### config.mk
export PLATFORM = sky130hd
export DESIGN_NAME = spaq_cell
export DESIGN_NICKNAME = d
export VERILOG_FILES = /design/src/design/spaq_pkg.sv /design/src/design/spaq_cell.sv
export SDC_FILE = /design/constraint.sdc
export NUM_CORES = 1
export LEC_CHECK = 0
export BUFFER_PORTS_ARGS = -buffer_cell sky130_fd_sc_hd__buf_2
export CAP_MARGIN = 20
export CORE_ASPECT_RATIO = 0.6
export CORE_MARGIN = 8
export CORE_UTILIZATION = 43
export CTS_CLUSTER_SIZE = 8
export DETAILED_ROUTE_END_ITERATION = 7
export GPL_ROUTABILITY_DRIVEN = 0
export GPL_TIMING_DRIVEN = 1
export HOLD_SLACK_MARGIN = 0.15
export PLACE_DENSITY = 0.81
export SYNTH_ARGS = -nofsm -noshare
export SYNTH_HDL_FRONTEND = slang
export SYNTH_SLANG_ARGS = --single-unit
### constraint.sdc
create_clock -name clk -period 6.3 [get_ports clk]
set_input_delay 0.63 -clock clk [delete_from_list [all_inputs] [get_ports clk]]
set_output_delay 0.63 -clock clk [all_outputs]
set_load 0.05 [all_outputs]
### src/design/spaq_pkg.sv
// spaq_pkg: shared types and constants for the sorted-array priority queue
// used by spaq_cell, the top level and the checker; no dependencies
`timescale 1ns / 1ps
`default_nettype none

package spaq_pkg;

    localparam int unsigned DATA_W  = 32;
    localparam int unsigned LIMIT_W = 7;
    localparam int unsigned OCC_W   = 7;

    localparam logic [LIMIT_W-1:0] LIMIT_RESET = 7'd64;

    typedef enum logic [1:0] {
        ST_DONE      = 2'd0,
        ST_OVERFLOW  = 2'd1,
        ST_UNDERFLOW = 2'd2
    } status_t;

    typedef enum logic {
        OP_ENQ = 1'b0,
        OP_DEQ = 1'b1
    } op_t;

    typedef struct packed {
        logic signed [DATA_W-1:0] pri;
        logic signed [DATA_W-1:0] val;
    } entry_t;

    // broadcast from the top level to every cell
    typedef struct packed {
        logic   load;
        logic   enq;
        entry_t new_entry;
    } cell_ctl_t;

endpackage

`default_nettype wire

### src/design/spaq_cell.sv
// spaq_cell: one slot of the sorted chain, holds an entry and picks its
// next entry from itself, the new item or a neighbor; uses spaq_pkg
`timescale 1ns / 1ps
`default_nettype none

module spaq_cell (
    input  wire logic                clk,
    input  wire spaq_pkg::cell_ctl_t ctl,
    input  wire logic                occupied,
    input  wire logic                left_keep,
    input  wire spaq_pkg::entry_t    left_entry,
    input  wire spaq_pkg::entry_t    right_entry,
    output logic                     keep,
    output spaq_pkg::entry_t         entry
);
    import spaq_pkg::*;

    entry_t slot_reg;
    entry_t slot_next;

    // held entry stays ahead of a new one of equal or greater priority
    assign keep = occupied && (slot_reg.pri <= ctl.new_entry.pri);

    always_comb
    begin
        if (!ctl.enq)
        begin
            slot_next = right_entry;
        end
        else if (keep)
        begin
            slot_next = slot_reg;
        end
        else if (left_keep)
        begin
            slot_next = ctl.new_entry;
        end
        else
        begin
            slot_next = left_entry;
        end
    end

    always_ff @(posedge clk)
    begin
        if (ctl.load)
        begin
            slot_reg <= slot_next;
        end
    end

    assign entry = slot_reg;

endmodule

`default_nettype wire

# After elaboration in Yosys (flattened, before gate mapping)
# Cells that the tools add are included.
word_totals:
  ff_bits: 64
  out_inout_bits: 65
  wordCells: 9
classes:
  order_cmp: 1
  n_eq_ne: 1
  n_mux: 3
  n_reduce_logical: 2
ops:
  columns: ["op", "n"]
  rows:
  - ["64-bit 2-to-1 mux", 3]
  - ["32-bit <= comparator", 1]
  - ["2-bit != test (second input constant)", 1]
  - ["2-bit AND reduction", 1]
  - ["1-bit logical AND", 1]

# Logic depth before layout (Yosys ltp)
# Gate-level depths: netlist of run 1.
depth:
  ltp_word: 4
  depth_mapped: 8
  depth_no_buf: 8

# Least setup slack after synthesis of run 1
# No wires, ideal clock.
synth_path:
  kind: "reg-to-reg"
  start: "register slot_reg, in the netlist entry[33]"
  end: "register slot_reg, in the netlist entry[0] (enable)"
  setup_time_ps: 503
  arrival_time_ps: 4999
  setup_slack_ps: 798
  stages_incl_launch_ff: 8
  n_path_buf: 0
  cell_sequence: "edfxtp_1 ha_1 nor2b_1 o211ai_1 a2111o_1 a31oi_1 nor4b_4 a21boi_1"
synth_between:
  elab_chain_len: 4
synth_lines:
  columns: ["item", "line", "source"]
  rows:
  - ["start: declaration", "spaq_cell.sv:18", "entry_t slot_reg;"]
  - ["start signal: assignment", "spaq_cell.sv:48", "slot_reg <= slot_next;"]
  - ["32-bit <= comparator", "spaq_cell.sv:22", "assign keep = occupied && (slot_reg.pri <= ctl.new_entry.pri);"]
  - ["1-bit logical AND", "spaq_cell.sv:22", null]
  - ["net keep", "spaq_cell.sv:13", "output logic keep,"]
  - ["2-bit != test (no line)", null, null]
  - ["2-bit AND reduction (no line)", null, null]
# The timed path passes the listed nets, and every way through them passes these cells.
# A chain may end at the register's enable or synchronous reset.

# Worst setup path in the final report of run 1
layout_path:
  start: "register slot_reg, in the netlist entry[58]"
  end: "output port keep"
layout_between:
  elab_chain_len: 2
layout_lines:
  columns: ["item", "line"]
  rows:
  - ["32-bit <= comparator", "spaq_cell.sv:22"]
  - ["1-bit logical AND", "spaq_cell.sv:22"]
  - ["end: declaration", "spaq_cell.sv:13"]
# No other way between the ends.

==> results of run 1 <==
## Yosys cell counts, drive strengths merged, types with 7 or more instances
cell type,instances
edfxtp,64
clkbuf,10
nand4,8
nor2,66
inv,32
buf,11
mux2i,64
ha,32
nand2,9
o21ai,7
a21oi,79
## routing by layer
metal  part of all wire  wire length [um]
met1               0.38              5250
met2               0.50              6900
met3               0.10              1430
met4              0.020               278
met5                  0                 0
## worst register-to-register path, cell delays in order (launching register included)
cell and delay [ps]:
sky130_fd_sc_hd__edfxtp_1 410, sky130_fd_sc_hd__ha_1 320, sky130_fd_sc_hd__nand4_1 250, sky130_fd_sc_hd__nor4_1 390, sky130_fd_sc_hd__nand2_1 110, sky130_fd_sc_hd__a31oi_1 260, sky130_fd_sc_hd__nor4b_4 100, sky130_fd_sc_hd__a21boi_4 150
sky130_fd_sc_hd__buf_4 650
## layout by cell type, fill, tap and decap left out
master,instances
sky130_fd_sc_hd__a21oi_2,1
sky130_fd_sc_hd__nand3_1,1
sky130_fd_sc_hd__mux2i_1,64
sky130_fd_sc_hd__a221oi_1,1
sky130_fd_sc_hd__clkinv_1,2
sky130_fd_sc_hd__nor2b_1,1
sky130_fd_sc_hd__nand4_1,6
sky130_fd_sc_hd__a21boi_4,1
sky130_fd_sc_hd__buf_4,4
sky130_fd_sc_hd__nor2_1,66
sky130_fd_sc_hd__o21ai_1,3
sky130_fd_sc_hd__and4b_1,1
sky130_fd_sc_hd__bufinv_16,1
sky130_fd_sc_hd__nor3_1,1
sky130_fd_sc_hd__a2111o_1,1
sky130_fd_sc_hd__a21oi_1,78
sky130_fd_sc_hd__nand2_1,9
sky130_fd_sc_hd__nor4b_4,1
sky130_fd_sc_hd__clkbuf_16,9
sky130_fd_sc_hd__nand4_2,2
sky130_fd_sc_hd__nor4_1,1
sky130_fd_sc_hd__buf_2,259
sky130_fd_sc_hd__or4_1,2
sky130_fd_sc_hd__inv_1,32
sky130_fd_sc_hd__nand2b_1,2
sky130_fd_sc_hd__clkinvlp_4,2
sky130_fd_sc_hd__clkinv_2,2
sky130_fd_sc_hd__o211ai_1,1
sky130_fd_sc_hd__a31oi_1,2
sky130_fd_sc_hd__edfxtp_1,64
sky130_fd_sc_hd__o21ai_0,4
sky130_fd_sc_hd__ha_1,32
## logic make-up after synthesis
family	count (synthesis)	synth area share
and+or+nand+nor	93	0.105
AOI/OAI and AO/OA	92	0.118
muxes	64	0.157
DFF	64	0.471
buffers and inverters	53	0.0506
adders and majority gates	32	0.0982
## cell type report
type | instances | area [sq um]
Clock buffer | 9 | 225
Clock inverter | 7 | 62.6
Fill cell | 795 | 3410
Inverter | 32 | 120
Multi-Input combinational cell | 281 | 1960
Sequential cell | 64 | 1920
Tap cell | 130 | 163
Timing Repair Buffer | 263 | 1330
## per-stage QoR
stage | power (mW) | cell area [sq um]
6_report | 1.40 | 5780
3_5_place_dp | 0.929 | 5490
3_3_place_gp | 0.916 | 5490
2_1_floorplan | 0.793 | 4080
5_1_grt | 1.47 | 5780
4_1_cts | 1.42 | 5780
## final timing paths
kind,cells after the start,slack [ps],from,end
worst max-delay path,7,2870,entry[58],keep
worst min-delay path,3,630,right_entry[41],entry[41]
worst max register to register,8,3220,entry[58],entry[62]
worst min register to register,6,1910,entry[63],entry[52]
## power groups by stage
stage / clock network [mW] / logic, mW / registers, mW
2_1_floorplan: 0 / 0.133 / 0.659
3_3_place_gp: 0 / 0.380 / 0.536
3_5_place_dp: 0 / 0.390 / 0.540
4_1_cts: 0.492 / 0.391 / 0.532
5_1_grt: 0.510 / 0.421 / 0.535
6_report: 0.480 / 0.389 / 0.531
==> reports/summary.log, run 1 <==
INFO  outcome        status=completed
INFO  setup_path     critical_path.max_fanout=4
INFO  sta            finalClockSkew=3.45ps
INFO  grt            grt_use_total=0.209
INFO  detailed_routing post_drt_wl_per_cell=17.6um
INFO  synth          synth-seq-area-share=0.471
INFO  sta            time_the_final_worst_path_needs_with_i_o_delays_and_setup=3430ps
INFO  synth          synthCells=398
INFO  finish         nNetsFinal=880
INFO  synth          synth.avg_cell_area=10.2squm
INFO  detailed_routing route.antenna.remaining_nets=0
INFO  floorplanning  floorplan.initialDensity=0.444
INFO  sta            final.setup.tns=0ps
INFO  grt            busiest_layer=met2
INFO  synth          yosysWarnings=0
INFO  clocking       number_of_h_tree_levels=3
INFO  clocking       cts_setup_buffers=0
INFO  power          pwr_density_cell=242nW/um^2
INFO  setup_path     timing_worst_setup_path_type=flip-flop to primary output
INFO  sta            finalHoldViolCount=0
INFO  sta            drv_slew=0
INFO  power          internal_power=949uW
INFO  finish         antenna_cell_count=0
INFO  synth          postSynth.asyncResetShare=0
INFO  grt            met2_usage=0.364
INFO  finish         layoutNonFillerInstCount=786
INFO  clocking       clk_transition_reported_paths=50ps
INFO  grt            global_route_track_usage_on_met1=0.221
INFO  grt            met3_usage=0.0961
INFO  power          power.switching_fraction=0.322
INFO  sta            timing.slew.headroom=0.272
INFO  detailed_routing drt_pass1_iterations=4
INFO  sta            hold-worst-slack=630ps
INFO  floorplanning  die_footprint=13000squm
INFO  sta            layout_worst_path_cycle_share=0.544
INFO  synth          synth.largest_area_cell=sky130_fd_sc_hd__edfxtp_1
INFO  synth          synth_top_flop_cell=sky130_fd_sc_hd__edfxtp_1
INFO  sta            finalSetupViolations=0
INFO  setup_path     slowest_delay=560ps
INFO  detailed_routing route.detailed.vias_per_inst=5.08
INFO  sta            fmaxAchievable=292MHz
INFO  hold_path      worst_hold_path_type=input pin to flip-flop
INFO  synth          synth_nets=627
INFO  floorplanning  floorplan.die.width=142um
INFO  setup_path     cp_top_family=simple AND/OR/NAND/NOR gates
INFO  floorplanning  height_of_the_die=91.4um
INFO  finish         largest_register_ff_count=64
INFO  finish         final_core_util=0.629
INFO  clocking       insertion_delay_to_the_later_sink_of_the_worst_skew_pair=320ps
INFO  setup_path     startpoint_type=flip-flop
INFO  finish         final_layout_size_suffix_gt1_frac=0.430
INFO  floorplanning  design.portCount=262
INFO  clocking       cts.hold.buffers_added=0
INFO  setup_path     end_kind=primary output
INFO  job            timing.max_cap.violations=0
INFO  placed_design  place.port_buffers=261
INFO  detailed_routing routed_wirelength=13.9mm
INFO  setup_path     critical_path.cell_chain=ha_1 > nand4_1 > or4_1 > o21ai_1 > a31oi_1 > nor4b_4 > buf_2
INFO  placed_design  preCtsSetupSlack=2900ps
INFO  detailed_routing vias=3993
INFO  sta            postLayoutSetupSlackWorst=2870ps
INFO  power          netSwitchingPower=451uW
INFO  setup_path     cp_num_buf_inv=1
INFO  detailed_routing detail_route.iter0.violations=195
INFO  synth          ys_ff_latch=64
INFO  clocking       tritoncts=built
INFO  detailed_routing remaining_drc_errors=0
INFO  clocking       clock_sinks=64
INFO  synth          synthDominantCellAreaShare=0.471
INFO  synth          synth_edf_count=64
INFO  power          pwr-share-comb=0.278
INFO  setup_path     crit_required=5670ps
INFO  clocking       clk_root_buffer_cell=sky130_fd_sc_hd__clkbuf_16
INFO  grt            maximum_number_of_pins_on_one_net_before_global_route_repair=77
INFO  floorplanning  row_count=27
INFO  power          pwr-share-seq=0.379
INFO  power          irDropWorstVdd=0.161mV
INFO  placed_design  post-dp-hpwl=11.2mm
INFO  grt            first_global_vias=4394
INFO  placed_design  place_inst=770
INFO  grt            grt_pass1_wl=21.7mm
INFO  setup_path     critical-path-slowest-cell=sky130_fd_sc_hd__or4_1
INFO  synth          mappedNetlistArea=4080squm
INFO  finish         flow.area_growth_from_synthesis=41.7%
INFO  grt            initial_antenna_violation_count=0
INFO  setup_path     worst_ep_arrival_time=2800ps
INFO  synth          ys_top_cells_by_area=sky130_fd_sc_hd__edfxtp_1 47%, sky130_fd_sc_hd__mux2i_1 16%, sky130_fd_sc_hd__ha_1 9.8%
INFO  synth          post_synth_num_cell_types=28
INFO  clocking       clk_path_buf_depth=2
INFO  floorplanning  core_area=9190squm
INFO  power          clock_power_share=0.343
INFO  sta            transition_time_at_the_pin_with_the_least_slew_margin=1090ps
INFO  clocking       post_cts_resize_count=0
INFO  sta            setup_repair_after_global_routing_missed_its_margin=no
INFO  grt            global_route.overflow_total=0
INFO  power          leakagePower=2.88nW
INFO  clocking       number_of_buffers_created_by_cts=9
Power figures use the tool's default switching activity.
==> run 2, diff against run 1 <==
Clock period 6.3 ns to 3.3 ns, I/O delays scaled along.
==> run 2 against run 1 <==
  * Global-route usage decreased by 0.50 points
  * Clock power increased by 90%
  * First-iteration DRC count decreased by 11%
  * Sequential share of layout area decreased by 0.61 points
  * Final area increased by 1.9%
  * Critical endpoint unchanged
  * Worst setup slack got worse by 2700 ps
  * Die area unchanged
  * Largest cell class unchanged
  * Highest routed layer unchanged
==> reports/summary.log, run 2 (synthesis gave the netlist of run 1 again) <==
INFO  placed_design  place_inst=770
INFO  detailed_routing vias=3965
INFO  setup_path     worst_r2r_startpoint=entry[59]
INFO  finish         footprint_of_the_multi_input_gates=2060squm
INFO  finish         mostFrequentLayoutCells=259 x sky130_fd_sc_hd__buf_2, 78 x sky130_fd_sc_hd__a21oi_1, 66 x sky130_fd_sc_hd__nor2_1, 64 x sky130_fd_sc_hd__mux2i_1, 64 x sky130_fd_sc_hd__edfxtp_1
INFO  detailed_routing detail_route.iter0.violations=174
INFO  clocking       number_of_buffers_created_by_cts=9
INFO  finish         final_cell_area=5890squm
INFO  sta            fmaxAchievable=322MHz
INFO  placed_design  placed_cell_area=5600squm
INFO  detailed_routing drt_pass1_iterations=4
INFO  floorplanning  row_count=27
INFO  grt            first_global_vias=4200
INFO  setup_path     startpoint_type=flip-flop
INFO  detailed_routing route.antenna.remaining_nets=0
INFO  clocking       insertion_delay_to_the_later_sink_of_the_worst_skew_pair=320ps
INFO  clocking       clk_root_buffer_cell=sky130_fd_sc_hd__clkbuf_16
INFO  sta            transition_time_at_the_pin_with_the_least_slew_margin=1080ps
INFO  clocking       tritoncts=built
INFO  finish         final.fill_count=782
INFO  finish         flow.area_growth_from_synthesis=44.4%
INFO  finish         nNetsFinal=880
INFO  sta            finalClockSkew=7.96ps
INFO  hold_path      worst_hold_path.endpoint=entry[60]
INFO  setup_path     critical_path.max_fanout=3
INFO  sta            hold-worst-slack=326ps
INFO  floorplanning  design.portCount=262
INFO  clocking       number_of_h_tree_levels=3
INFO  placed_design  post-dp-hpwl=11.1mm
INFO  clocking       cts_setup_buffers=0
INFO  hold_path      worst_hold_path_type=input pin to flip-flop
INFO  sta            finalSetupViolations=0
INFO  power          pwr_density_cell=456nW/um^2
INFO  placed_design  preCtsSetupSlack=150ps
INFO  sta            layout_worst_path_cycle_share=0.941
INFO  grt            maximum_number_of_pins_on_one_net_before_global_route_repair=88
INFO  grt            grt_use_total=0.204
INFO  clocking       clk_path_buf_depth=2
INFO  job            timing.max_cap.violations=0
INFO  setup_path     end_kind=primary output
INFO  sta            setup_repair_after_global_routing_missed_its_margin=no
INFO  finish         final_layout_size_suffix_gt1_frac=0.441
INFO  sta            time_the_final_worst_path_needs_with_i_o_delays_and_setup=3110ps
INFO  hold_path      hold-path-cell-count=3
INFO  floorplanning  die_footprint=13000squm
INFO  setup_path     worst_ep_arrival_time=2780ps
INFO  setup_path     timing_worst_setup_path_type=flip-flop to primary output
INFO  floorplanning  core_area=9190squm
INFO  floorplanning  floorplan.die.width=142um
INFO  sta            drv_slew=0
INFO  finish         layout.area.seq=1920squm
INFO  clocking       post_cts_resize_count=0
INFO  clocking       clk_transition_reported_paths=60ps
INFO  grt            grt_pass1_wl=21.0mm
INFO  floorplanning  height_of_the_die=91.4um
INFO  finish         final_common_cell=sky130_fd_sc_hd__buf_2
INFO  clocking       clock_sinks=64
INFO  clocking       cts.hold.buffers_added=0
INFO  grt            initial_antenna_violation_count=0
INFO  setup_path     reg2reg_to=entry[30]
INFO  grt            global_route.overflow_total=0
INFO  sta            finalHoldViolCount=0
INFO  finish         layoutNonFillerInstCount=786
INFO  sta            timing.slew.headroom=0.283
INFO  power          irDropWorstVdd=0.250mV
INFO  detailed_routing remaining_drc_errors=0
INFO  detailed_routing route.detailed.vias_per_inst=5.04
INFO  setup_path     crit_required=2970ps
INFO  setup_path     ff2ff_path_depth=8
INFO  power          leakagePower=2.89nW
INFO  finish         largest_register_ff_count=64
INFO  sta            postLayoutSetupSlackWorst=194ps
INFO  finish         antenna_cell_count=0
INFO  outcome        status=completed
INFO  floorplanning  floorplan.initialDensity=0.444
INFO  hold_path      timing.hold.worst.start=right_entry[60]
INFO  detailed_routing routed_wirelength=13.5mm
INFO  setup_path     regToRegSetupSlack=220ps
INFO  detailed_routing post_drt_wl_per_cell=17.2um
INFO  placed_design  place.port_buffers=261
run 2: cell types whose count changed in the layout (fill, tap and decap cells not counted):
| cell | before | now |
|---|---|---|
| sky130_fd_sc_hd__buf_12 | 0 | 1 |
| sky130_fd_sc_hd__buf_4 | 4 | 3 |
| sky130_fd_sc_hd__ha_1 | 32 | 25 |
| sky130_fd_sc_hd__ha_4 | 0 | 7 |
| sky130_fd_sc_hd__nand4_2 | 2 | 1 |
| sky130_fd_sc_hd__nand4_4 | 0 | 1 |
run 2: cell type report:
class / instances / area share
Multi-Input combinational cell: 281 / 0.349
Clock buffer: 9 / 0.0382
Timing Repair Buffer: 263 / 0.227
Tap cell: 130 / 0.0276
Inverter: 32 / 0.0204
Sequential cell: 64 / 0.326
Clock inverter: 7 / 0.0106
run 2: stage by stage:
step | TNS (ps) | util | total power, mW
2_1_floorplan | -16610 | - | 1.53
4_1_cts | 0 | 0.641 | 2.72
6_report | 0 | 0.641 | 2.69
3_5_place_dp | 0 | 0.610 | 1.80
5_1_grt | 0 | 0.641 | 2.81
3_3_place_gp | 0 | 0.610 | 1.77
run 2: worst max-delay path by stage:
stage	cells past startpoint	from	to	slack, ps
finish	7	entry[41]	keep	190
global route	8	entry[59]	entry[30]	30
CTS	7	entry[41]	keep	180
detailed placement	10	ctl[59]	entry[28]	150
global placement	10	ctl[57]	entry[29]	190
floorplan	7	entry[62]	entry[0]	-260
run 2: critical path, cell delays in order, from the launching register on:
cell	delay [ps]
sky130_fd_sc_hd__edfxtp_1	400
sky130_fd_sc_hd__ha_1	320
sky130_fd_sc_hd__nand4_1	170
sky130_fd_sc_hd__or4_1	610
sky130_fd_sc_hd__o21ai_1	150
sky130_fd_sc_hd__a31oi_1	90
sky130_fd_sc_hd__nor4b_4	370
sky130_fd_sc_hd__buf_2	330
run 2: report_power, final:
| part | leakage, nW | total, mW | switching, mW | internal [mW] |
|---|---|---|---|---|
| Combinational | 2.14 | 0.761 | 0.497 | 0.264 |
| Clock | 0.136 | 0.912 | 0.336 | 0.576 |
| Sequential | 0.610 | 1.01 | 0.0284 | 0.986 |
run 2: layer usage:
metal  up-vias  GRT usage  part of all wire
met5         -          0                 0
met4         0     0.0649             0.015
met3        18     0.0831              0.10
met2       196      0.353              0.49
met1      1795      0.225              0.40
li1       1956          -                 -
